[config.mk]
export PLATFORM = sky130hd
export DESIGN_NAME = text_block_row_gap_segmenter
export DESIGN_NICKNAME = d
export VERILOG_FILES = /design/src/hw/rtl/tbrgs_pkg.sv /design/src/hw/rtl/tbrgs_regs.sv /design/src/hw/rtl/text_block_row_gap_segmenter.sv
export SDC_FILE = /design/constraint.sdc
export NUM_CORES = 1
export LEC_CHECK = 0
export BUFFER_PORTS_ARGS = -buffer_cell sky130_fd_sc_hd__buf_2
export CORE_UTILIZATION = 45
export DETAILED_ROUTE_END_ITERATION = 8
export PLACE_DENSITY = 0.64
export REMOVE_ABC_BUFFERS = 1
export SLEW_MARGIN = 5
export SYNTH_ARGS = -nofsm -noshare
export SYNTH_HDL_FRONTEND = slang
export SYNTH_SLANG_ARGS = --single-unit
[constraint.sdc]
create_clock -name clk -period 7.95 [get_ports clk]
set_clock_uncertainty 0.05 [all_clocks]
set_input_delay 0 -clock clk [delete_from_list [all_inputs] [get_ports clk]]
set_output_delay 0 -clock clk [all_outputs]
set_load 0.005 [all_outputs]
[src/hw/rtl/tbrgs_pkg.sv]
// Shared types and constants for the row-gap text block segmenter.
package tbrgs_pkg;

	localparam int COORD_W = 12;
	localparam int OUT_W   = 14;
	localparam int PIX_W   = 8;
	localparam int GAP_W   = 8;
	localparam int MRG_W   = 4;
	localparam int ADDR_W  = 4;
	localparam int DATA_W  = 32;

	localparam logic [COORD_W-1:0] COORD_MAX = '1;
	localparam logic [GAP_W-1:0]   RUN_MAX   = '1;

	localparam logic [PIX_W-1:0] THR_RESET = 8'd200;
	localparam logic [GAP_W-1:0] GAP_RESET = 8'd8;
	localparam logic [MRG_W-1:0] MRG_RESET = 4'd2;

	// Register indexes on paddr[3:2]
	typedef enum logic [1:0] {
		REG_THRESHOLD = 2'd0,
		REG_GAP_LIMIT = 2'd1,
		REG_MARGIN    = 2'd2,
		REG_NONE      = 2'd3
	} reg_idx_t;

	typedef struct packed {
		logic [PIX_W-1:0] fg_threshold;
		logic [GAP_W-1:0] gap_limit;
		logic [MRG_W-1:0] margin;
	} cfg_t;

endpackage

[src/hw/rtl/tbrgs_regs.sv]
// APB configuration registers of the segmenter.
module tbrgs_regs (
	input  logic                         clk,
	input  logic                         arst_n,
	input  logic                         psel,
	input  logic                         penable,
	input  logic                         pwrite,
	input  logic [tbrgs_pkg::ADDR_W-1:0] paddr,
	input  logic [tbrgs_pkg::DATA_W-1:0] pwdata,
	output logic [tbrgs_pkg::DATA_W-1:0] prdata,
	output logic                         pready,
	output tbrgs_pkg::cfg_t              cfg
);
	import tbrgs_pkg::*;

	cfg_t     cfg_q;
	reg_idx_t idx;
	logic     wr_en;

	assign pready = 1'b1;
	assign idx    = reg_idx_t'(paddr[3:2]);
	assign wr_en  = psel & penable & pwrite & pready;
	assign cfg    = cfg_q;

	// Write on the access phase
	always_ff @(posedge clk or negedge arst_n) begin
		if (!arst_n) begin
			cfg_q.fg_threshold <= THR_RESET;
			cfg_q.gap_limit    <= GAP_RESET;
			cfg_q.margin       <= MRG_RESET;
		end else if (wr_en) begin
			unique case (idx)
				REG_THRESHOLD: cfg_q.fg_threshold <= pwdata[PIX_W-1:0];
				REG_GAP_LIMIT: cfg_q.gap_limit    <= pwdata[GAP_W-1:0];
				REG_MARGIN:    cfg_q.margin       <= pwdata[MRG_W-1:0];
				REG_NONE:      ;
			endcase
		end
	end

	// Read back
	always_comb begin
		unique case (idx)
			REG_THRESHOLD: prdata = {{(DATA_W-PIX_W){1'b0}}, cfg_q.fg_threshold};
			REG_GAP_LIMIT: prdata = {{(DATA_W-GAP_W){1'b0}}, cfg_q.gap_limit};
			REG_MARGIN:    prdata = {{(DATA_W-MRG_W){1'b0}}, cfg_q.margin};
			REG_NONE:      prdata = '0;
		endcase
	end

endmodule

[src/hw/rtl/text_block_row_gap_segmenter.sv]
// Top level of the row-gap text block segmenter: input stage, box tracking, result register.
//
//  channel  | role         | signals                          | payload
//  ---------+--------------+----------------------------------+-----------------------------
//  s_*      | pixel in     | s_tvalid s_tready s_tdata        | pixel, tlast=row_end,
//           |              | s_tlast s_tuser                  | tuser=frame_end
//  m_*      | box out      | m_tvalid m_tready m_tdata        | left, top, right, bottom
//  APB      | config       | psel penable pwrite paddr ...    | fg_threshold, gap_limit, margin
//
// One pixel per clock while m_tready keeps the result register free; a pixel is held in the
// input register, and its box (if any) is loaded into the result register as the pixel advances.
// The input stage drains only when the result register is empty or being taken, so a
// stalled m_tready backs up into s_tready after one held pixel. Reset clears all
// counters, region extents and valid flags and loads the register defaults; no clearing pass.
module text_block_row_gap_segmenter (
	input  logic                         clk,
	input  logic                         arst_n,
	input  logic                         s_tvalid,
	output logic                         s_tready,
	input  logic [7:0]                   s_tdata,   // [7:0] pixel
	input  logic                         s_tlast,   // row_end
	input  logic                         s_tuser,   // frame_end
	output logic                         m_tvalid,
	input  logic                         m_tready,
	output logic [55:0]                  m_tdata,   // [13:0] left, [27:14] top,
	                                                // [41:28] right, [55:42] bottom
	input  logic                         psel,
	input  logic                         penable,
	input  logic                         pwrite,
	input  logic [tbrgs_pkg::ADDR_W-1:0] paddr,
	input  logic [tbrgs_pkg::DATA_W-1:0] pwdata,
	output logic [tbrgs_pkg::DATA_W-1:0] prdata,
	output logic                         pready
);
	import tbrgs_pkg::*;

	cfg_t cfg;

	tbrgs_regs u_regs (
		.clk     (clk),
		.arst_n  (arst_n),
		.psel    (psel),
		.penable (penable),
		.pwrite  (pwrite),
		.paddr   (paddr),
		.pwdata  (pwdata),
		.prdata  (prdata),
		.pready  (pready),
		.cfg     (cfg)
	);

	// Input stage
	logic             vld_s1;
	logic [PIX_W-1:0] pix_s1;
	logic             row_end_s1;
	logic             frame_end_s1;

	// Tracking state
	logic [COORD_W-1:0] column_count_q, row_count_q;
	logic [COORD_W-1:0] row_min_col_q, row_max_col_q;
	logic               row_has_fg_q;
	logic [COORD_W-1:0] reg_min_col_q, reg_max_col_q, reg_min_row_q, reg_max_row_q;
	logic               region_open_q;
	logic [GAP_W-1:0]   blank_run_q;

	// Result register
	logic             out_vld_q;
	logic [OUT_W-1:0] left_q, top_q, right_q, bottom_q;

	logic out_free, adv;

	assign out_free = ~out_vld_q | m_tready;
	assign adv      = vld_s1 & out_free;
	assign s_tready = ~vld_s1 | out_free;

	// Hold one pixel until the result side can take it
	always_ff @(posedge clk or negedge arst_n) begin
		if (!arst_n) begin
			vld_s1 <= 1'b0;
		end else if (s_tready) begin
			vld_s1 <= s_tvalid;
		end
	end

	always_ff @(posedge clk) begin
		if (s_tvalid && s_tready) begin
			pix_s1       <= s_tdata;
			row_end_s1   <= s_tlast;
			frame_end_s1 <= s_tuser;
		end
	end

	// Next-state logic for one pixel
	logic               fg, line_end, emit, close_gap;
	logic [COORD_W-1:0] rmin_n, rmax_n;
	logic               rhas_n;
	logic [COORD_W-1:0] column_count_n, row_count_n;
	logic [COORD_W-1:0] row_min_col_n, row_max_col_n;
	logic               row_has_fg_n;
	logic [COORD_W-1:0] reg_min_col_n, reg_max_col_n, reg_min_row_n, reg_max_row_n;
	logic               region_open_n;
	logic [GAP_W-1:0]   blank_run_n;

	always_comb begin
		fg       = pix_s1 > cfg.fg_threshold;
		line_end = row_end_s1 | frame_end_s1;

		// grow the current row's column extent
		rmin_n = row_min_col_q;
		rmax_n = row_max_col_q;
		rhas_n = row_has_fg_q;
		if (fg) begin
			if (!row_has_fg_q) begin
				rmin_n = column_count_q;
				rmax_n = column_count_q;
				rhas_n = 1'b1;
			end else begin
				if (column_count_q < row_min_col_q) rmin_n = column_count_q;
				if (column_count_q > row_max_col_q) rmax_n = column_count_q;
			end
		end

		close_gap      = region_open_q & (blank_run_q > cfg.gap_limit);
		emit           = 1'b0;
		column_count_n = column_count_q;
		row_count_n    = row_count_q;
		row_min_col_n  = rmin_n;
		row_max_col_n  = rmax_n;
		row_has_fg_n   = rhas_n;
		reg_min_col_n  = reg_min_col_q;
		reg_max_col_n  = reg_max_col_q;
		reg_min_row_n  = reg_min_row_q;
		reg_max_row_n  = reg_max_row_q;
		region_open_n  = region_open_q;
		blank_run_n    = blank_run_q;

		if (line_end) begin
			// fold the finished row into the region
			if (rhas_n) begin
				if (close_gap || !region_open_q) begin
					emit          = close_gap;
					reg_min_col_n = rmin_n;
					reg_max_col_n = rmax_n;
					reg_min_row_n = row_count_q;
					reg_max_row_n = row_count_q;
					region_open_n = 1'b1;
				end else begin
					if (rmin_n < reg_min_col_q) reg_min_col_n = rmin_n;
					if (rmax_n > reg_max_col_q) reg_max_col_n = rmax_n;
					if (row_count_q < reg_min_row_q) reg_min_row_n = row_count_q;
					if (row_count_q > reg_max_row_q) reg_max_row_n = row_count_q;
				end
				blank_run_n = '0;
			end else if (region_open_q && blank_run_q != RUN_MAX) begin
				blank_run_n = blank_run_q + 1'b1;
			end

			if (frame_end_s1) begin
				// a gap after the region also closes it at frame end
				if (!rhas_n && region_open_q && (blank_run_n > cfg.gap_limit)) emit = 1'b1;
				column_count_n = '0;
				row_count_n    = '0;
				reg_min_col_n  = COORD_MAX;
				reg_max_col_n  = '0;
				reg_min_row_n  = COORD_MAX;
				reg_max_row_n  = '0;
				region_open_n  = 1'b0;
				blank_run_n    = '0;
			end else begin
				column_count_n = '0;
				if (row_count_q != COORD_MAX) row_count_n = row_count_q + 1'b1;
			end
			row_min_col_n = COORD_MAX;
			row_max_col_n = '0;
			row_has_fg_n  = 1'b0;
		end else if (column_count_q != COORD_MAX) begin
			column_count_n = column_count_q + 1'b1;
		end
	end

	// Advance the tracking state
	always_ff @(posedge clk or negedge arst_n) begin
		if (!arst_n) begin
			column_count_q <= '0;
			row_count_q    <= '0;
			row_min_col_q  <= COORD_MAX;
			row_max_col_q  <= '0;
			row_has_fg_q   <= 1'b0;
			reg_min_col_q  <= COORD_MAX;
			reg_max_col_q  <= '0;
			reg_min_row_q  <= COORD_MAX;
			reg_max_row_q  <= '0;
			region_open_q  <= 1'b0;
			blank_run_q    <= '0;
		end else if (adv) begin
			column_count_q <= column_count_n;
			row_count_q    <= row_count_n;
			row_min_col_q  <= row_min_col_n;
			row_max_col_q  <= row_max_col_n;
			row_has_fg_q   <= row_has_fg_n;
			reg_min_col_q  <= reg_min_col_n;
			reg_max_col_q  <= reg_max_col_n;
			reg_min_row_q  <= reg_min_row_n;
			reg_max_row_q  <= reg_max_row_n;
			region_open_q  <= region_open_n;
			blank_run_q    <= blank_run_n;
		end
	end

	// Widen the old region by the margin; wraps in 14 bits
	logic [OUT_W-1:0] mrg_w;
	assign mrg_w = {{(OUT_W-MRG_W){1'b0}}, cfg.margin};

	always_ff @(posedge clk or negedge arst_n) begin
		if (!arst_n) begin
			out_vld_q <= 1'b0;
		end else if (adv) begin
			out_vld_q <= emit;
		end else if (m_tready) begin
			out_vld_q <= 1'b0;
		end
	end

	always_ff @(posedge clk) begin
		if (adv && emit) begin
			left_q   <= {{(OUT_W-COORD_W){1'b0}}, reg_min_col_q} - mrg_w;
			top_q    <= {{(OUT_W-COORD_W){1'b0}}, reg_min_row_q} - mrg_w;
			right_q  <= {{(OUT_W-COORD_W){1'b0}}, reg_max_col_q} + mrg_w;
			bottom_q <= {{(OUT_W-COORD_W){1'b0}}, reg_max_row_q} + mrg_w;
		end
	end

	assign m_tvalid = out_vld_q;
	assign m_tdata  = {bottom_q, right_q, top_q, left_q};

`ifndef SYNTHESIS
	// A pending box is never overwritten
	a_no_overwrite: assert property (@(posedge clk) disable iff (!arst_n)
		(out_vld_q && !m_tready) |-> !adv)
		else $error("pending box overwritten");

	// Frame end returns the tracker to its reset state
	a_frame_clear: assert property (@(posedge clk) disable iff (!arst_n)
		(adv && frame_end_s1) |=> (column_count_q == '0 && row_count_q == '0 &&
		!region_open_q && !row_has_fg_q))
		else $error("frame end did not clear state");

	// Blank rows are counted only behind an open region
	a_run_needs_region: assert property (@(posedge clk) disable iff (!arst_n)
		!region_open_q |-> (blank_run_q == '0))
		else $error("blank run without region");

	// A row end restarts the column count
	a_row_restart: assert property (@(posedge clk) disable iff (!arst_n)
		(adv && row_end_s1) |=> (column_count_q == '0 && !row_has_fg_q))
		else $error("row end did not restart columns");
`endif

endmodule

# Word level (Yosys, flattened, before mapping)

Index checks and enable logic that the tools add are counted.
W data, S select, Z words.

Register bits after elaboration: 194
Input bits: 53
Output and inout bits: 91
Logic and storage cells: 128

Add/sub/neg operators: 7
Order comparisons: 9
Eq/ne operators: 6
Muxes and demuxes: 45
Bitwise logic cells: 9
Reductions and logical operators: 29

Operator list:

| cell                    | count |
|---|---|
| $mux W12                | 28 |
| $pmux W32 S4            | 1 |
| $gt A12 B12 Y1          | 3 |
| $lt A12 B12 Y1          | 3 |
| $mux W8                 | 4 |
| $add A12 B4 Y13         | 2 |
| $sub A12 B4 Y13         | 2 |
| $add A12 B1 Y12 const B | 2 |
| $gt A8 B8 Y1            | 3 |
| $ne A12 B12 Y1 const B  | 2 |
| $reduce_and A4 Y1       | 5 |
| $mux W1                 | 12 |
| $reduce_bool A3 Y1      | 4 |
| $reduce_and A2 Y1       | 5 |
| $reduce_bool A2 Y1      | 5 |
| $add A8 B1 Y8 const B   | 1 |
| $ne A8 B8 Y1 const B    | 1 |
| $logic_and A1 B1 Y1     | 5 |
| $and A1 B1 Y1           | 4 |
| $eq A2 B2 Y1 const B    | 2 |
| $or A1 B1 Y1            | 3 |
| $reduce_and A3 Y1       | 1 |
| $eq A2 B1 Y1 const B    | 1 |
| $logic_not A1 Y1        | 2 |
| 3 further kinds         | 4 |

# Depth between registers and ports, before layout

Depth after elaboration: 11
Depth in mapped cells: 21
Mapped depth without buffers: 19

# By module

Synthesis repeated with hierarchy kept, for this count alone.

Cell total of the unflattened synthesis: 1,091
Area, all modules: 11,426.0 sq um

By module, submodules not included:

| module                       | instances | cells an instance | area each (sq um) | sequential area each (sq um) |
|---|---|---|---|---|
| text_block_row_gap_segmenter | 1         | 996               | 10,263.6          | 4,609.4 |
| tbrgs_regs                   | 1         | 95                | 1,162.4           | 506.7 |

# Worst setup path before layout

Ideal clock, no wire load.

Path type: reg2reg
Start: reg u_regs.cfg_q (netlist bit u_regs.cfg[15])
End: reg out_vld_q (netlist: m_tvalid)
Library setup time: 131 ps
Arrival time: 4,094 ps
Required time: 7,769 ps
Setup slack: 3,675 ps
Stages on the path, launching flop included: 16
Buffers on the path: 0
Clock period less this slack: 4,275 ps
Cell sequence: dfstp_2 inv_1 ha_1 and4b_1 a211oi_1 o22a_1 nand2_1 a21oi_1 ha_1 a21o_1 a21o_1 a21oi_1 o21ai_0 o2111a_1 o211a_1 or2_2

Cells in the longest elaborated chain, start to end: 10
Elaborated cells between the ends (all ways): 13
Those cells by class: order compare (2); mux (8); reduce/logical (3)

Ends and longest elaborated chain:

| item                   | line                                | RTL |
|---|---|---|
| start: declaration     | tbrgs_regs.sv:16                    | `cfg_t cfg_q;` |
| $gt A8 B8 Y1 (*)       | text_block_row_gap_segmenter.sv:105 | `fg = pix_s1 > cfg.fg_threshold;` |
| $mux W1 (*)            | text_block_row_gap_segmenter.sv:112 | `if (fg) begin` |
| $mux W8                | text_block_row_gap_segmenter.sv:139 | `if (rhas_n) begin` |
| $mux W8                | text_block_row_gap_segmenter.sv:137 | `if (line_end) begin` |
| $gt A8 B8 Y1           | text_block_row_gap_segmenter.sv:160 | `if (!rhas_n && region_open_q && (blank_run_n > cfg.gap_limit)) emit = 1'b1;` |
| $logic_and A1 B1 Y1    | text_block_row_gap_segmenter.sv:160 |  |
| $mux W1                | text_block_row_gap_segmenter.sv:160 |  |
| $mux W1 (*)            | text_block_row_gap_segmenter.sv:158 | `if (frame_end_s1) begin` |
| $mux W1 (*)            | text_block_row_gap_segmenter.sv:137 |  |
| $mux W1 (*)            | text_block_row_gap_segmenter.sv:217 | `end else if (adv) begin` |
| end signal: assignment | text_block_row_gap_segmenter.sv:218 | `out_vld_q <= emit;` |
| end: declaration       | text_block_row_gap_segmenter.sv:67  | `logic out_vld_q;` |

Mark *: on every way between the ends. The rest lies on a longest branch, timed or not. The select of a mux whose other input is x is not followed.
A chain may end at the register's enable or synchronous reset.

# Worst setup path in the final report

Start: reg column_count_q[1]
End: reg reg_max_col_q[6]

Cells in the longest elaborated chain, start to end: 8
Elaborated cells between the ends (all ways): 11
Those cells by class: order compare (2); mux (7); reduce/logical (2)

Ends and longest elaborated chain:

| item                                                                   | line                                | RTL |
|---|---|---|
| start: declaration                                                     | text_block_row_gap_segmenter.sv:59  | `logic [COORD_W-1:0] column_count_q, row_count_q;` |
| start signal: assignment                                               | text_block_row_gap_segmenter.sv:196 | `column_count_q <= column_count_n;` |
| $gt A12 B12 Y1                                                         | text_block_row_gap_segmenter.sv:119 | `if (column_count_q > row_max_col_q) rmax_n = column_count_q;` |
| $mux W12                                                               | text_block_row_gap_segmenter.sv:119 |  |
| $mux W12 (*)                                                           | text_block_row_gap_segmenter.sv:113 | `if (!row_has_fg_q) begin` |
| $mux W12 (*)                                                           | text_block_row_gap_segmenter.sv:112 |  |
| parallel branches: the longest is 4 deep, another holds $gt A12 B12 Y1 | n/a                                 |  |
| end signal: assignment                                                 | text_block_row_gap_segmenter.sv:202 | `reg_max_col_q <= reg_max_col_n;` |
| end: declaration                                                       | text_block_row_gap_segmenter.sv:62  | `logic [COORD_W-1:0] reg_min_col_q, reg_max_col_q, reg_min_row_q, reg_max_row_q;` |

Mark *: on every way between the ends. The select of a mux whose other input is x is not followed.

==> impl_metrics.yaml <==
routing:
  route.detailed.wl_per_inst_um: 15.0
  detailed_routing_iterations_pass_1: 5
  drt_iter0_drc: 418
  detail_route.vias_per_cell: 5.18
  antenna_violating_nets_post_route: 0
  detail_route.drc_violations: 0
  route.final.wire_length_mm: 23.6
  routed-via-count: 8135
die:
  num_io_pins: 144
  chipWidth_um: 161
  rows: 57
  die-area_mm2: 0.0258
  chipHeight_um: 161
  initial_core_util_pct: 46.2
  core-area_mm2: 0.0245
synthesis:
  postSynthRegisterBits: 190
  sequential_fraction_of_the_synthesis_area_pct: 45.2
  post_synth_instance_area_mm2: 0.0113
  syn-instance-count: 1122
  synth_edf_count: 62
  postSynth.asyncResetShare_pct: 67.4
  yosys_warnings: 0
  syn-mean-instance-area_um2: 10.1
  synth.top_cells.by_area: "dfrtp_1 (19%), edfxtp_1 (16%), ha_1 (12%)"
  post-synth-top-area-fraction_pct: 19.2
  ys.flop_type: "dfrtp_1"
  synth_area_leader_cell: "dfrtp_1"
  synthDistinctLibCells: 62
cells_and_area:
  area.growth.synth_to_final_pct: 13.1
  seqCellArea_mm2: 0.00512
  layout-drive-gt1-share_pct: 15.8
  nNetsFinal: 1401
  number_of_fill_cells: 2200
  diodes: 0
  stdcell_area_mm2: 0.0128
  multi_input_comb_area_mm2: 0.00553
sta:
  period_minus_slack_ns: 5.50
  report.final.hold_viol_count: 0
  setup_tns_ns: 0
  fmaxAchievable_mhz: 182
  drv_slew: 0
  slew_headroom_pct: 20.8
  tightestPinTransition_ns: 1.18
  grt_setup_unrepaired: "false"
  final_setup_violation_count: 0
  min_period_over_period_pct: 69.2
clock_tree:
  post-cts-setup-buffers: 0
  cts_root_buf: "clkbuf_16"
  clk_transition_reported_paths_ns: 0.07
  clock-sinks: 190
  tritoncts: "done"
  ctsHtreeMaxLevel: 4
  numCtsBuffers: 17
  ctsHoldBuffers: 22
  ctsLongestPathBuffers: 2
  post_cts.resized_instances: 0
  insertion_delay_ns: 0.44
global_routing:
  all_layer_gr_usage_pct: 19.3
  grt_overflow_total: 0
  grt_first_pass_wirelength_mm: 39.3
  grt_pass1_vias: 7853
  maximum_number_of_pins_on_one_net_before_global_route_repair: 85
  grt_antenna_before_repair: 0
placement:
  gpl.final_weighted_congestion: 0.830
  detailedPlacementHpwl_mm: 17.4
  placed_area_mm2: 0.0120
  io_buffer_count: 90
min_path:
  worstHoldPathType: "in2async"
worst_setup_path:
  rr_worst_depth: 19
  setup.worst_path.end_class: "register"
  cp_cell_sequence: "ha_1 > nor2b_1 > o21a_1 > o21a_1 > o21bai_1 > a21oi_1 > o41ai_2 > buf_4 > mux2i_1 > inv_1 > ha_1 > a21o_1 > a21o_1 > a21oi_1 > nand2_1 > o21ai_0 > a21o_1 > nand2b_1 > o21ai_0"
  crit_path_start_kind: "register"
  cp.buffers_inverters: 2
  crit_arrival_ns: 5.75
  r2r-end: "reg_max_col_q[6]$_DFFE_PN0P_"
  timing.critical_path.max_delay_family: "compound AO/OA/AOI/OAI gates"
  timing_worst_setup_path_type: "reg2reg"
  worstSetupPathDepth: 19
  crit_path_frequent_cell: "a21o_1"
  crit-reg2reg-launch: "column_count_q[1]$_DFFE_PN0P_"
  critical-path-slowest-cell: "o41ai_2"
  timing.critical_path.slowest_cell_delay_ns: 0.72
  rrSetupSlack_ns: 2.45
  critical_path_peak_fanout: 13
  worst_ep_required_time_ns: 8.19
power:
  cellPowerDensity_mw_per_mm2: 240
  leakage_power_total_nw: 6.01
  p_int_mw: 2.03
  power.sequential.fraction_pct: 42.2
  ir_drop_mv: 0.131
  power_switching_mw: 1.05
  power.share.clock_pct: 27.2
  netSwitchingFraction_pct: 34.1
  power.combinational.fraction_pct: 30.6
outcome:
  status: "finished, final reports clean"
flow_run:
  cap_viol_max_count: 0
-- per-layer routing --
metal	part of all wire (%)	track usage, %	vias up	wire [um]
li1	-	-	4056	-
met1	49	26.5	3888	11500
met2	46	31.3	166	10900
met3	3.4	3.18	25	798
met4	1.8	5.71	0	414
met5	0	0	-	0
-- stage by stage --
stage	hold slack [ns]	power [mW]	util, %	std cells	worst slack (ns)
after global placement	0.00196	2.23	49.1	1515	2.62
final	0.0705	3.08	52.3	1569	2.45
after CTS	0.0541	3.10	52.3	1569	2.57
after detailed placement	0.00154	2.25	49.1	1515	2.61
after floorplan	-0.346	1.99	-	1093	3.34
after global routing	0.120	3.28	52.3	1569	2.19
-- cell families (layout without fill, tap and decap cells) --
logic type	Yosys count	after routing	share of synthesized area, %
compound gates	202	202	11.1
flops	190	190	45.2
buf+inv	170	268	6.71
xor+xnor	59	59	4.57
mux	65	65	5.88
fa+ha+maj	116	116	13.1
other cells	2	27	0.0664
simple gates	318	318	13.3
-- synthesized netlist by cell type (all sizes together), types with 14 or more instances --
cell type  instances
a21o              21
a21oi             51
buf               35
clkbuf            19
dfrtp             87
dfstp             41
edfxtp            62
ha               112
inv              116
mux2i             53
nand2             87
nand2b            19
nand3             25
nand4             24
nor2              91
nor2b             19
nor3              21
o21ai             69
o22ai             14
xnor2             40
xor2              19
-- area by class of cell --
type	instances	area share, %
Clock buffer	17	3.32
Clock inverter	15	1.17
Inverter	116	3.40
Multi-Input combinational cell	787	43.2
Sequential cell	190	40.0
Tap cell	324	3.17
Timing Repair Buffer	120	5.73
-- layout by cell type (no fill, tap or decap), types with 22 or more instances in the layout --
master | netlist | layout
a21oi_1 | 50 | 50
conb_1 | 2 | 27
xnor2_1 | 40 | 40
dlygate4sd3_1 | 0 | 22
edfxtp_1 | 62 | 62
mux2i_1 | 53 | 53
ha_1 | 112 | 112
buf_2 | 4 | 89
nor2_1 | 91 | 91
o21ai_0 | 66 | 66
nand3_1 | 25 | 25
nand4_1 | 24 | 24
dfrtp_1 | 87 | 87
dfstp_2 | 41 | 41
inv_1 | 116 | 116
nand2_1 | 87 | 87
-- power by group through the flow --
stage               sequential, mW  clock, mW  combinational, mW
floorplan                     1.29          0              0.705
global placement              1.31          0              0.915
detailed placement            1.32          0              0.936
CTS                           1.30      0.853              0.950
global route                  1.31      0.895               1.07
finish                        1.30      0.836              0.941
-- how the worst max path moves through the flow --
stage | from | end | slack [ns]
floorplan | column_count_q[1]$_DFFE_PN0P_ | reg_max_col_q[10]$_DFFE_PN0P_ | 3.34
CTS | column_count_q[1]$_DFFE_PN0P_ | reg_max_col_q[6]$_DFFE_PN0P_ | 2.57
global placement | column_count_q[1]$_DFFE_PN0P_ | reg_max_col_q[11]$_DFFE_PN0P_ | 2.62
global route | column_count_q[1]$_DFFE_PN0P_ | reg_max_col_q[6]$_DFFE_PN0P_ | 2.19
finish | column_count_q[1]$_DFFE_PN0P_ | reg_max_col_q[6]$_DFFE_PN0P_ | 2.45
detailed placement | column_count_q[1]$_DFFE_PN0P_ | reg_max_col_q[6]$_DFFE_PN0P_ | 2.61
-- flip-flops by register name, indices dropped and copies added (netlist names), 8 cells and up --
register        count
blank_run_q         8
bottom_q           13
top_q              13
row_max_col_q      12
reg_max_col_q      12
u_regs.cfg         20
row_count_q        12
right_q            13
column_count_q     12
left_q             13
reg_min_col_q      12
pix_s1              8
row_min_col_q      12
reg_max_row_q      12
reg_min_row_q      12
(Power assumes the default switching activity.)
